`src/hdl/edc_pkg.sv`:
```
// Shared types, constants and calendar table functions for the epoch/date converter.
// No dependencies; used by edc_sec_to_date, edc_date_to_sec and epoch_date_converter.
package edc_pkg;

   // pipeline depth, shared by both datapaths and the valid chain
   localparam int NUM_STAGES = 7;

   // calendar constants
   localparam int CYCLE_DAYS   = 365 * 4 + 1;
   localparam int YEAR_DAYS    = 365;
   localparam int SECS_PER_MIN = 60;
   localparam int MINS_PER_HR  = 60;
   localparam int HRS_PER_DAY  = 24;

   // reciprocals for constant division, exact over the operand ranges used
   localparam logic [31:0] RECIP_60   = 32'h8888_8889; // x / 60   = (x * r) >> 37, x < 2^32
   localparam logic [17:0] RECIP_3    = 18'd174763;    // x / 3    = (x * r) >> 19, x < 2^19
   localparam logic [15:0] RECIP_1461 = 16'd45934;     // x / 1461 = (x * r) >> 26, x < 2^16

   localparam logic [1:0] LEAP_SLOT_RESET = 2'd2;

   typedef enum logic {
      CMD_TO_DATE  = 1'b0,
      CMD_TO_EPOCH = 1'b1
   } command_type;

   // per-stage advance enables and the leap slot, from the control to the datapaths
   typedef struct packed {
      logic [1:0]            leap_slot;
      logic [NUM_STAGES-1:0] adv;
   } ctrl_type;

   // days before the first of month m (zero based) in a common year
   function automatic logic [8:0] month_start(input logic [3:0] m);
      logic [8:0] d;
      case (m)
         4'd0:    d = 9'd0;
         4'd1:    d = 9'd31;
         4'd2:    d = 9'd59;
         4'd3:    d = 9'd90;
         4'd4:    d = 9'd120;
         4'd5:    d = 9'd151;
         4'd6:    d = 9'd181;
         4'd7:    d = 9'd212;
         4'd8:    d = 9'd243;
         4'd9:    d = 9'd273;
         4'd10:   d = 9'd304;
         4'd11:   d = 9'd334;
         default: d = 9'd0;
      endcase
      return d;
   endfunction

   // days before month m within its year, with the leap day after february
   function automatic logic [8:0] month_offset(input logic [3:0] m, input logic leap);
      logic [8:0] d;
      d = month_start(m);
      if (leap && (m >= 4'd2)) begin
         d = d + 9'd1;
      end
      return d;
   endfunction

   // days from the cycle start to the first day of year slot s
   function automatic logic [10:0] year_base(input logic [1:0] s, input logic [1:0] leap_slot);
      logic [10:0] d;
      d = 11'(s) * 11'(YEAR_DAYS);
      if (s > leap_slot) begin
         d = d + 11'd1;
      end
      return d;
   endfunction

endpackage

```
`src/hdl/epoch_date_converter.sv`:
```
// Pipeline: a request transfer loads stage 0 and rsp_valid is the valid bit of the last
// stage, so 7 register stages lie from request to response.
// Throughput: one conversion per cycle while rsp_stall stays low; both datapaths run as
// 7-stage pipelines and a stage moves on whenever the stage after it is empty or moving.
// Reset (synchronous, active high) empties the pipeline and sets leap_slot to 2.
// Top level: channels, leap slot register, valid chain; uses edc_pkg and both datapaths.
module epoch_date_converter (
   input  logic        clock,
   input  logic        reset,
   // configuration write
   input  logic        csr_valid,
   output logic        csr_ready,
   input  logic [1:0]  csr_leap_slot,
   // request channel
   input  logic        req_valid,
   output logic        req_stall,
   input  logic        req_command,
   input  logic [31:0] req_epoch_in,
   input  logic [5:0]  req_second_in,
   input  logic [5:0]  req_minute_in,
   input  logic [4:0]  req_hour_in,
   input  logic [4:0]  req_day_in,
   input  logic [3:0]  req_month_in,
   input  logic [7:0]  req_year_in,
   // response channel
   output logic        rsp_valid,
   input  logic        rsp_stall,
   output logic [31:0] rsp_epoch_out,
   output logic [5:0]  rsp_second_out,
   output logic [5:0]  rsp_minute_out,
   output logic [4:0]  rsp_hour_out,
   output logic [4:0]  rsp_day_out,
   output logic [3:0]  rsp_month_out,
   output logic [7:0]  rsp_year_out,
   output logic        rsp_bad_month
);
   import edc_pkg::*;

   // leap slot register, written by a configuration transfer
   logic [1:0] leap_slot_ff;

   assign csr_ready = 1'b1;

   always_ff @(posedge clock) begin
      if (reset) begin
         leap_slot_ff <= LEAP_SLOT_RESET;
      end else if (csr_valid && csr_ready) begin
         leap_slot_ff <= csr_leap_slot;
      end
   end

   // stage advance: a stage loads when it is empty or the next one moves
   logic [NUM_STAGES-1:0] valid_ff, valid_in, adv;
   command_type           cmd_ff [NUM_STAGES];

   always_comb begin
      adv[NUM_STAGES-1] = !valid_ff[NUM_STAGES-1] || !rsp_stall;
      for (int k = NUM_STAGES - 2; k >= 0; k--) begin
         adv[k] = !valid_ff[k] || adv[k+1];
      end
   end

   assign req_stall = !adv[0];

   // valid bits travel with the data
   always_comb begin
      valid_in = valid_ff;
      if (adv[0]) begin
         valid_in[0] = req_valid;
      end
      for (int k = 1; k < NUM_STAGES; k++) begin
         if (adv[k]) begin
            valid_in[k] = valid_ff[k-1];
         end
      end
   end

   always_ff @(posedge clock) begin
      if (reset) begin
         valid_ff <= '0;
      end else begin
         valid_ff <= valid_in;
      end
   end

   // command travels beside the valid bits
   always_ff @(posedge clock) begin
      if (adv[0]) begin
         cmd_ff[0] <= command_type'(req_command);
      end
      for (int k = 1; k < NUM_STAGES; k++) begin
         if (adv[k]) begin
            cmd_ff[k] <= cmd_ff[k-1];
         end
      end
   end

   // datapaths
   ctrl_type    ctrl;
   logic [5:0]  s2d_second, s2d_minute;
   logic [4:0]  s2d_hour, s2d_day;
   logic [3:0]  s2d_month;
   logic [7:0]  s2d_year;
   logic [31:0] d2s_epoch;
   logic        d2s_bad_month;

   assign ctrl.leap_slot = leap_slot_ff;
   assign ctrl.adv       = adv;

   edc_sec_to_date u_sec_to_date (
      .clock  (clock),
      .ctrl   (ctrl),
      .epoch  (req_epoch_in),
      .second (s2d_second),
      .minute (s2d_minute),
      .hour   (s2d_hour),
      .day    (s2d_day),
      .month  (s2d_month),
      .year   (s2d_year)
   );

   edc_date_to_sec u_date_to_sec (
      .clock     (clock),
      .ctrl      (ctrl),
      .second    (req_second_in),
      .minute    (req_minute_in),
      .hour      (req_hour_in),
      .day       (req_day_in),
      .month     (req_month_in),
      .year      (req_year_in),
      .epoch     (d2s_epoch),
      .bad_month (d2s_bad_month)
   );

   // response: fields of the other direction read as zero
   logic to_epoch;

   assign to_epoch       = (cmd_ff[NUM_STAGES-1] == CMD_TO_EPOCH);
   assign rsp_valid      = valid_ff[NUM_STAGES-1];
   assign rsp_epoch_out  = to_epoch ? d2s_epoch : 32'd0;
   assign rsp_bad_month  = to_epoch ? d2s_bad_month : 1'b0;
   assign rsp_second_out = to_epoch ? 6'd0 : s2d_second;
   assign rsp_minute_out = to_epoch ? 6'd0 : s2d_minute;
   assign rsp_hour_out   = to_epoch ? 5'd0 : s2d_hour;
   assign rsp_day_out    = to_epoch ? 5'd0 : s2d_day;
   assign rsp_month_out  = to_epoch ? 4'd0 : s2d_month;
   assign rsp_year_out   = to_epoch ? 8'd0 : s2d_year;

`ifndef SYNTHESIS
   // a request is held off only when every stage holds an item
   a_stall_only_when_full: assert property (@(posedge clock) disable iff (reset)
      req_stall |-> (&valid_ff))
      else $error("request stalled with an empty pipeline stage");

   // time of day from the divider chain stays in range
   a_time_in_range: assert property (@(posedge clock) disable iff (reset)
      (rsp_valid && !to_epoch) |->
         (rsp_second_out < 6'd60 && rsp_minute_out < 6'd60 && rsp_hour_out < 5'd24))
      else $error("time of day out of range");

   // month and day from the table search stay in range
   a_date_in_range: assert property (@(posedge clock) disable iff (reset)
      (rsp_valid && !to_epoch) |->
         (rsp_day_out != 5'd0 && rsp_month_out >= 4'd1 && rsp_month_out <= 4'd12))
      else $error("month or day out of range");
`endif

endmodule

```
`src/hdl/edc_sec_to_date.sv`:
```
// Seconds count to calendar fields datapath, seven register stages.
// Depends on edc_pkg for the reciprocal constants and the calendar table functions.
module edc_sec_to_date (
   input  logic              clock,
   input  edc_pkg::ctrl_type ctrl,
   input  logic [31:0]       epoch,
   output logic [5:0]        second,
   output logic [5:0]        minute,
   output logic [4:0]        hour,
   output logic [4:0]        day,
   output logic [3:0]        month,
   output logic [7:0]        year
);
   import edc_pkg::*;

   // stage 0: seconds / 60
   logic [31:0] e0_ff;
   logic [26:0] q1_0_ff, q1_0_in;
   logic [63:0] prod1;

   always_comb begin
      prod1   = 64'(epoch) * 64'(RECIP_60);
      q1_0_in = prod1[63:37];
   end

   always_ff @(posedge clock) begin
      if (ctrl.adv[0]) begin
         e0_ff   <= epoch;
         q1_0_ff <= q1_0_in;
      end
   end

   // stage 1: second of minute, minutes / 60
   logic [5:0]  sec1_ff, sec1_in;
   logic [26:0] q1_1_ff;
   logic [20:0] q2_1_ff, q2_1_in;
   logic [31:0] rem60_1;
   logic [58:0] prod2;

   always_comb begin
      rem60_1 = e0_ff - 32'(q1_0_ff) * 32'(SECS_PER_MIN);
      sec1_in = rem60_1[5:0];
      prod2   = 59'(q1_0_ff) * 59'(RECIP_60);
      q2_1_in = prod2[57:37];
   end

   always_ff @(posedge clock) begin
      if (ctrl.adv[1]) begin
         sec1_ff <= sec1_in;
         q1_1_ff <= q1_0_ff;
         q2_1_ff <= q2_1_in;
      end
   end

   // stage 2: minute of hour, hours / 24 as (hours / 8) / 3
   logic [5:0]  sec2_ff, min2_ff, min2_in;
   logic [20:0] q2_2_ff;
   logic [15:0] q3_2_ff, q3_2_in;
   logic [26:0] rem60_2;
   logic [37:0] prod3;

   always_comb begin
      rem60_2 = q1_1_ff - 27'(q2_1_ff) * 27'(MINS_PER_HR);
      min2_in = rem60_2[5:0];
      prod3   = 38'(q2_1_ff[20:3]) * 38'(RECIP_3);
      q3_2_in = prod3[34:19];
   end

   always_ff @(posedge clock) begin
      if (ctrl.adv[2]) begin
         sec2_ff <= sec1_ff;
         min2_ff <= min2_in;
         q2_2_ff <= q2_1_ff;
         q3_2_ff <= q3_2_in;
      end
   end

   // stage 3: hour of day, days / 1461
   logic [5:0]  sec3_ff, min3_ff;
   logic [4:0]  hr3_ff, hr3_in;
   logic [15:0] days3_ff;
   logic [5:0]  cyc3_ff, cyc3_in;
   logic [20:0] rem24_3;
   logic [31:0] prod4;

   always_comb begin
      rem24_3 = q2_2_ff - 21'(q3_2_ff) * 21'(HRS_PER_DAY);
      hr3_in  = rem24_3[4:0];
      prod4   = 32'(q3_2_ff) * 32'(RECIP_1461);
      cyc3_in = prod4[31:26];
   end

   always_ff @(posedge clock) begin
      if (ctrl.adv[3]) begin
         sec3_ff  <= sec2_ff;
         min3_ff  <= min2_ff;
         hr3_ff   <= hr3_in;
         days3_ff <= q3_2_ff;
         cyc3_ff  <= cyc3_in;
      end
   end

   // stage 4: day within the four-year cycle
   logic [5:0]  sec4_ff, min4_ff;
   logic [4:0]  hr4_ff;
   logic [10:0] rem4_ff, rem4_in;
   logic [7:0]  yrs4_ff, yrs4_in;
   logic [15:0] rem1461_4;

   always_comb begin
      rem1461_4 = days3_ff - 16'(cyc3_ff) * 16'(CYCLE_DAYS);
      rem4_in   = rem1461_4[10:0];
      yrs4_in   = {cyc3_ff, 2'b00};
   end

   always_ff @(posedge clock) begin
      if (ctrl.adv[4]) begin
         sec4_ff <= sec3_ff;
         min4_ff <= min3_ff;
         hr4_ff  <= hr3_ff;
         rem4_ff <= rem4_in;
         yrs4_ff <= yrs4_in;
      end
   end

   // stage 5: year slot by comparison against the year starts
   logic [5:0]  sec5_ff, min5_ff;
   logic [4:0]  hr5_ff;
   logic [7:0]  yr5_ff, yr5_in;
   logic [8:0]  doy5_ff, doy5_in;
   logic        leap5_ff, leap5_in;
   logic [1:0]  slot5;
   logic [10:0] base5, doy_full5;

   always_comb begin
      if (rem4_ff >= year_base(2'd3, ctrl.leap_slot)) begin
         slot5 = 2'd3;
      end else if (rem4_ff >= year_base(2'd2, ctrl.leap_slot)) begin
         slot5 = 2'd2;
      end else if (rem4_ff >= year_base(2'd1, ctrl.leap_slot)) begin
         slot5 = 2'd1;
      end else begin
         slot5 = 2'd0;
      end
      base5     = year_base(slot5, ctrl.leap_slot);
      doy_full5 = rem4_ff - base5;
      doy5_in   = doy_full5[8:0];
      yr5_in    = yrs4_ff + 8'(slot5);
      leap5_in  = (slot5 == ctrl.leap_slot);
   end

   always_ff @(posedge clock) begin
      if (ctrl.adv[5]) begin
         sec5_ff  <= sec4_ff;
         min5_ff  <= min4_ff;
         hr5_ff   <= hr4_ff;
         yr5_ff   <= yr5_in;
         doy5_ff  <= doy5_in;
         leap5_ff <= leap5_in;
      end
   end

   // stage 6: month by comparison against the month starts, then day of month
   logic [5:0] sec6_ff, min6_ff;
   logic [4:0] hr6_ff;
   logic [7:0] yr6_ff;
   logic [3:0] mon6_ff, mon6_in;
   logic [4:0] day6_ff, day6_in;
   logic [3:0] mon_idx6;
   logic [8:0] day_full6;

   always_comb begin
      mon_idx6 = 4'd0;
      for (int m = 1; m < 12; m++) begin
         if (doy5_ff >= month_offset(4'(m), leap5_ff)) begin
            mon_idx6 = 4'(m);
         end
      end
      day_full6 = doy5_ff - month_offset(mon_idx6, leap5_ff) + 9'd1;
      day6_in   = day_full6[4:0];
      mon6_in   = mon_idx6 + 4'd1;
   end

   always_ff @(posedge clock) begin
      if (ctrl.adv[6]) begin
         sec6_ff <= sec5_ff;
         min6_ff <= min5_ff;
         hr6_ff  <= hr5_ff;
         yr6_ff  <= yr5_ff;
         mon6_ff <= mon6_in;
         day6_ff <= day6_in;
      end
   end

   assign second = sec6_ff;
   assign minute = min6_ff;
   assign hour   = hr6_ff;
   assign day    = day6_ff;
   assign month  = mon6_ff;
   assign year   = yr6_ff;

endmodule

```
`src/hdl/edc_date_to_sec.sv`:
```
// Calendar fields to seconds count datapath, seven register stages, result modulo 2^32.
// Depends on edc_pkg for the calendar constants and the table functions.
module edc_date_to_sec (
   input  logic              clock,
   input  edc_pkg::ctrl_type ctrl,
   input  logic [5:0]        second,
   input  logic [5:0]        minute,
   input  logic [4:0]        hour,
   input  logic [4:0]        day,
   input  logic [3:0]        month,
   input  logic [7:0]        year,
   output logic [31:0]       epoch,
   output logic              bad_month
);
   import edc_pkg::*;

   // stage 0: month check, day minus one, days into the cycle from the table
   logic [5:0]  sec0_ff, min0_ff;
   logic [4:0]  hr0_ff;
   logic [31:0] dm1_0_ff, dm1_0_in;
   logic [10:0] tdays0_ff, tdays0_in;
   logic [5:0]  ycyc0_ff;
   logic        bad0_ff, bad0_in;
   logic [3:0]  moff0;

   always_comb begin
      bad0_in   = (month < 4'd1) || (month > 4'd12);
      moff0     = bad0_in ? 4'd0 : (month - 4'd1);
      dm1_0_in  = 32'(day) - 32'd1;
      tdays0_in = year_base(year[1:0], ctrl.leap_slot)
                + 11'(month_offset(moff0, year[1:0] == ctrl.leap_slot));
   end

   always_ff @(posedge clock) begin
      if (ctrl.adv[0]) begin
         sec0_ff   <= second;
         min0_ff   <= minute;
         hr0_ff    <= hour;
         dm1_0_ff  <= dm1_0_in;
         tdays0_ff <= tdays0_in;
         ycyc0_ff  <= year[7:2];
         bad0_ff   <= bad0_in;
      end
   end

   // stage 1: total day count
   logic [5:0]  sec1_ff, min1_ff;
   logic [4:0]  hr1_ff;
   logic [31:0] days1_ff, days1_in;
   logic        bad1_ff;

   always_comb begin
      days1_in = 32'(ycyc0_ff) * 32'(CYCLE_DAYS) + 32'(tdays0_ff) + dm1_0_ff;
   end

   always_ff @(posedge clock) begin
      if (ctrl.adv[1]) begin
         sec1_ff  <= sec0_ff;
         min1_ff  <= min0_ff;
         hr1_ff   <= hr0_ff;
         days1_ff <= days1_in;
         bad1_ff  <= bad0_ff;
      end
   end

   // stage 2: hours
   logic [5:0]  sec2_ff, min2_ff;
   logic [31:0] t2_ff, t2_in;
   logic        bad2_ff;

   always_comb begin
      t2_in = days1_ff * 32'(HRS_PER_DAY) + 32'(hr1_ff);
   end

   always_ff @(posedge clock) begin
      if (ctrl.adv[2]) begin
         sec2_ff <= sec1_ff;
         min2_ff <= min1_ff;
         t2_ff   <= t2_in;
         bad2_ff <= bad1_ff;
      end
   end

   // stage 3: minutes
   logic [5:0]  sec3_ff;
   logic [31:0] t3_ff, t3_in;
   logic        bad3_ff;

   always_comb begin
      t3_in = t2_ff * 32'(MINS_PER_HR) + 32'(min2_ff);
   end

   always_ff @(posedge clock) begin
      if (ctrl.adv[3]) begin
         sec3_ff <= sec2_ff;
         t3_ff   <= t3_in;
         bad3_ff <= bad2_ff;
      end
   end

   // stage 4: seconds
   logic [31:0] t4_ff, t4_in;
   logic        bad4_ff;

   always_comb begin
      t4_in = t3_ff * 32'(SECS_PER_MIN) + 32'(sec3_ff);
   end

   always_ff @(posedge clock) begin
      if (ctrl.adv[4]) begin
         t4_ff   <= t4_in;
         bad4_ff <= bad3_ff;
      end
   end

   // stages 5 and 6: delay to line up with the date path
   logic [31:0] t5_ff, t6_ff;
   logic        bad5_ff, bad6_ff;

   always_ff @(posedge clock) begin
      if (ctrl.adv[5]) begin
         t5_ff   <= t4_ff;
         bad5_ff <= bad4_ff;
      end
      if (ctrl.adv[6]) begin
         t6_ff   <= t5_ff;
         bad6_ff <= bad5_ff;
      end
   end

   assign epoch     = t6_ff;
   assign bad_month = bad6_ff;

endmodule

```
`config.mk`:
```
export PLATFORM = sky130hd
export DESIGN_NAME = epoch_date_converter
export DESIGN_NICKNAME = d
export VERILOG_FILES = /design/src/hdl/edc_pkg.sv /design/src/hdl/epoch_date_converter.sv /design/src/hdl/edc_sec_to_date.sv /design/src/hdl/edc_date_to_sec.sv
export SDC_FILE = /design/constraint.sdc
export NUM_CORES = 2
export LEC_CHECK = 0
export ABC_AREA = 1
export BUFFER_PORTS_ARGS = -buffer_cell sky130_fd_sc_hd__buf_2
export CAP_MARGIN = 25
export CORE_ASPECT_RATIO = 1.4
export CORE_UTILIZATION = 35
export CTS_CLUSTER_SIZE = 28
export DETAILED_ROUTE_END_ITERATION = 12
export GPL_TIMING_DRIVEN = 0
export RECOVER_POWER = 50
export SLEW_MARGIN = 0
export SYNTH_ARGS = -nofsm -noshare
export SYNTH_HDL_FRONTEND = slang
export SYNTH_HIERARCHICAL = 1
export SYNTH_SLANG_ARGS = --single-unit
```
`constraint.sdc`:
```
create_clock -name clock -period 6.46 [get_ports clock]
set_input_delay 1.292 -clock clock [delete_from_list [all_inputs] [get_ports clock]]
set_output_delay 1.292 -clock clock [all_outputs]
set_load 0.03 [all_outputs]
```
==> flow_metrics.env <==
export IMPL_hpwl_um=125000
export IMPL_cts_sinks=513
export IMPL_cts_buffers=59
export IMPL_seq_area_frac_synth_pct=25.1
export IMPL_rows=181
export IMPL_worstSetupPathType="input pin to flip-flop"
export IMPL_die_w_um=355
export IMPL_ant_nets=0
export IMPL_grt_ovfl_total=0
export IMPL_cts_tree="built"
export IMPL_num_antenna_cells=0
export IMPL_hold_violations=0
export IMPL_crit_fanout=6
export IMPL_vias_per_cell=4.67
export IMPL_min_period_ns=6.34
export IMPL_htreeDepth=2
export IMPL_hold_buffers=0
export IMPL_setup_worst_path_end_class="flip-flop"
export IMPL_slew_headroom_pct=-140
export IMPL_synth_edf_count=504
export IMPL_critPathArrivalTime_ns=6.72
export IMPL_drt_iter0_markers=1753
export IMPL_route_detailed_wl_per_inst_um=15.5
export IMPL_placed_area_um2=64900
export IMPL_final_cell_mix="1700 x inv_1, 1084 x nand2_1, 979 x ha_1"
export IMPL_synth_area_um2=61100
export IMPL_tightest_slew_ns=3.59
export IMPL_synth_avg_cell_area_um2=9.09
export IMPL_area_growth_pct=9.70
export IMPL_start_util_pct=35.2
export IMPL_clk_latency_ns=0.66
export IMPL_syn_nets=8409
export IMPL_fmax_ghz=0.158
export IMPL_cp_start_kind="input pin"
export IMPL_drc=0
export IMPL_dr_pass1_iters=6
export IMPL_ys_ff_latch=513
export IMPL_fin_crit_sh_pct=98.1
export IMPL_status="complete, but fails checks"
export IMPL_routed_wl_um=144000
export IMPL_grt_first_pass_wirelength_um=231000
export IMPL_finalSetupViolCount=0
export IMPL_synthCells=6716
export IMPL_cts_buffer_depth=3
export IMPL_groute_usage_overall_pct=16.5
export IMPL_vias=43289
export IMPL_antenna_found_initial=2
export IMPL_final_nets=8624
export IMPL_yosys_warnings=6
export IMPL_ios=144
export IMPL_die_area_um2=176000
export IMPL_core_area_um2=173000
export IMPL_drv_cap=4
export IMPL_final_common_cell="inv_1"
export IMPL_gp_congestion=0.909
export IMPL_drive_above_1_share_pct=5.80
export IMPL_cp_required_ns=6.84
export IMPL_path_clk_slew_ns=0.06
export IMPL_die_h_um=496
export IMPL_fill_cells=17510
export IMPL_synth_main_ff_cell="edfxtp_1"
export IMPL_grt_pass1_vias=45777
export IMPL_finalMaxSlewViolations=214
export IMPL_rrSetupSlack_ns=0.41
export IMPL_grt_start_max_net_pins=60
export IMPL_synth_cell_types=69
export IMPL_async_reset_ff_share_pct=0
export IMPL_hp_class="flip-flop to flip-flop"
export IMPL_fin_skew_ns=0.0393
export IMPL_final_area_um2=67000
export IMPL_numPortBuffers=141
export IMPL_violations="max-capacitance violations, max-slew violations"
export IMPL_cts_root_buf="clkbuf_16"
-- cell usage after synthesis, types with 5 or more instances --
| library cell | number | area (µm²) |
|---|---|---|
| inv_1 | 1706 | 6400 |
| nand2_1 | 1088 | 4080 |
| ha_1 | 984 | 12300 |
| fa_1 | 635 | 12700 |
| edfxtp_1 | 504 | 15100 |
| nor2_1 | 406 | 1520 |
| a21oi_1 | 334 | 1670 |
| nand3_1 | 207 | 1040 |
| xor2_1 | 159 | 1390 |
| o21ai_0 | 156 | 781 |
| xnor2_1 | 68 | 596 |
| nand4_1 | 56 | 350 |
| nor3_1 | 46 | 230 |
| nand2_2 | 38 | 238 |
| a31oi_1 | 36 | 225 |
| o21a_1 | 24 | 180 |
| nand3b_1 | 22 | 165 |
| a21o_1 | 21 | 158 |
| o21bai_1 | 21 | 158 |
| nor2_2 | 20 | 125 |
| inv_2 | 18 | 67.6 |
| nor4_1 | 12 | 75.1 |
| o31ai_1 | 11 | 82.6 |
| a21boi_0 | 10 | 75.1 |
| dfxtp_1 | 9 | 180 |
| o21ai_1 | 9 | 45.0 |
| a21oi_2 | 8 | 70.1 |
| and3_1 | 8 | 50.1 |
| nand3_2 | 8 | 80.1 |
| and2_1 | 7 | 43.8 |
| nor2_4 | 7 | 78.8 |
| nor3_2 | 6 | 60.1 |
| o211ai_1 | 6 | 45.0 |
| a211oi_1 | 5 | 37.5 |
| o311ai_0 | 5 | 43.8 |
| xor2_2 | 5 | 81.3 |
-- metrics by stage --
stage,worst slack [ns],util [%],hold WS [ns],std cells,TNS (ns)
2_1_floorplan,0.0514,-,0.400,6716,0
3_3_place_gp,-1.36,37.3,0.400,9144,-181.74
3_5_place_dp,-0.967,37.4,0.405,9152,-18.08
4_1_cts,0.0522,38.6,0.411,9262,0
5_1_grt,-0.00562,38.6,0.416,9265,-0.00562
6_report,0.124,38.6,0.412,9265,0
-- cell families (layout without fill, tap and decap cells) --
family                     after synthesis  after routing  synth area share (%)
buffers and inverters                 1742           2004                  10.8
and+or+nand+nor                       1944           1944                  13.6
xor gates and xnor gates               234            234                  3.46
DFF                                    513            513                  25.1
other                                    1              1               0.00614
adders and majority gates             1619           1619                  41.0
AOI/OAI and AO/OA                      663            663                  6.10
-- critical path, cell delays in order --
cell and delay (ns):
buf_6 0.14, ha_4 0.27, inv_1 0.05, fa_2 0.57
inv_1 0.06, fa_1 0.50, inv_1 0.05, fa_1 0.49
inv_2 0.04, fa_1 0.49, inv_2 0.04, fa_1 0.50
fa_1 0.56, inv_2 0.05, ha_4 0.25, a21oi_2 0.14
inv_2 0.05, a31oi_1 0.20, o221ai_2 0.14, a21oi_4 0.20
o21ai_2 0.12, nand2_1 0.09, nand2_2 0.07, nand2_2 0.10
nand2_4 0.06, xor2_2 0.18
-- routing by layer --
metal	GRT usage (%)	part of all wire (%)
met1	18.5	40
met4	5.97	3.7
met2	31.6	53
met3	1.91	3.3
met5	0	0.0049
-- layout make-up --
type                       count  area, µm²  area share (%)
buffer                        16        113           0.168
clock buffer                  66       1500            2.24
clock inverter                42        504           0.753
inverter                    1726       6480            9.68
multi-input combinational   4461      39300            58.7
sequential                   513      15300            22.9
tap                         2287       2860            4.27
timing repair buffer         154        877            1.31
-- worst paths after layout --
kind | from | endpoint | depth (start not counted)
worst min register to register | u_sec_to_date/yr5_ff[3] | u_sec_to_date/year[3] | 0
worst max-delay path | req_epoch_in[1] | u_sec_to_date/q1_0_ff[26] | 26
worst max register to register | u_sec_to_date/q1_0_ff[3] | u_sec_to_date/q2_1_ff[18] | 19
worst min-delay path | u_sec_to_date/yr5_ff[3] | u_sec_to_date/year[3] | 0
-- sequential cells by signal (all words and copies together) (netlist names), 8 cells and up --
signal,count
u_date_to_sec/days1_ff,25
u_date_to_sec/epoch,32
u_date_to_sec/t2_ff,28
u_date_to_sec/t3_ff,30
u_date_to_sec/t4_ff,32
u_date_to_sec/t5_ff,32
u_date_to_sec/tdays0_ff,11
u_sec_to_date/days3_ff,11
u_sec_to_date/doy5_ff,9
u_sec_to_date/q1_0_ff,27
u_sec_to_date/q2_1_ff,21
u_sec_to_date/q3_2_ff,16
u_sec_to_date/rem4_ff,11
u_sec_to_date/year,8
u_sec_to_date/yr5_ff,8
-- repair_timing --
action	CTS	global route
buffers inserted	2	3
gates resized for setup	11	31
setup endpoints to repair	11	21
pin swaps	1	14
Power is left out: the tool's default activity adds up to more than one toggle a clock period on the data nets, which glitch-free logic cannot reach.
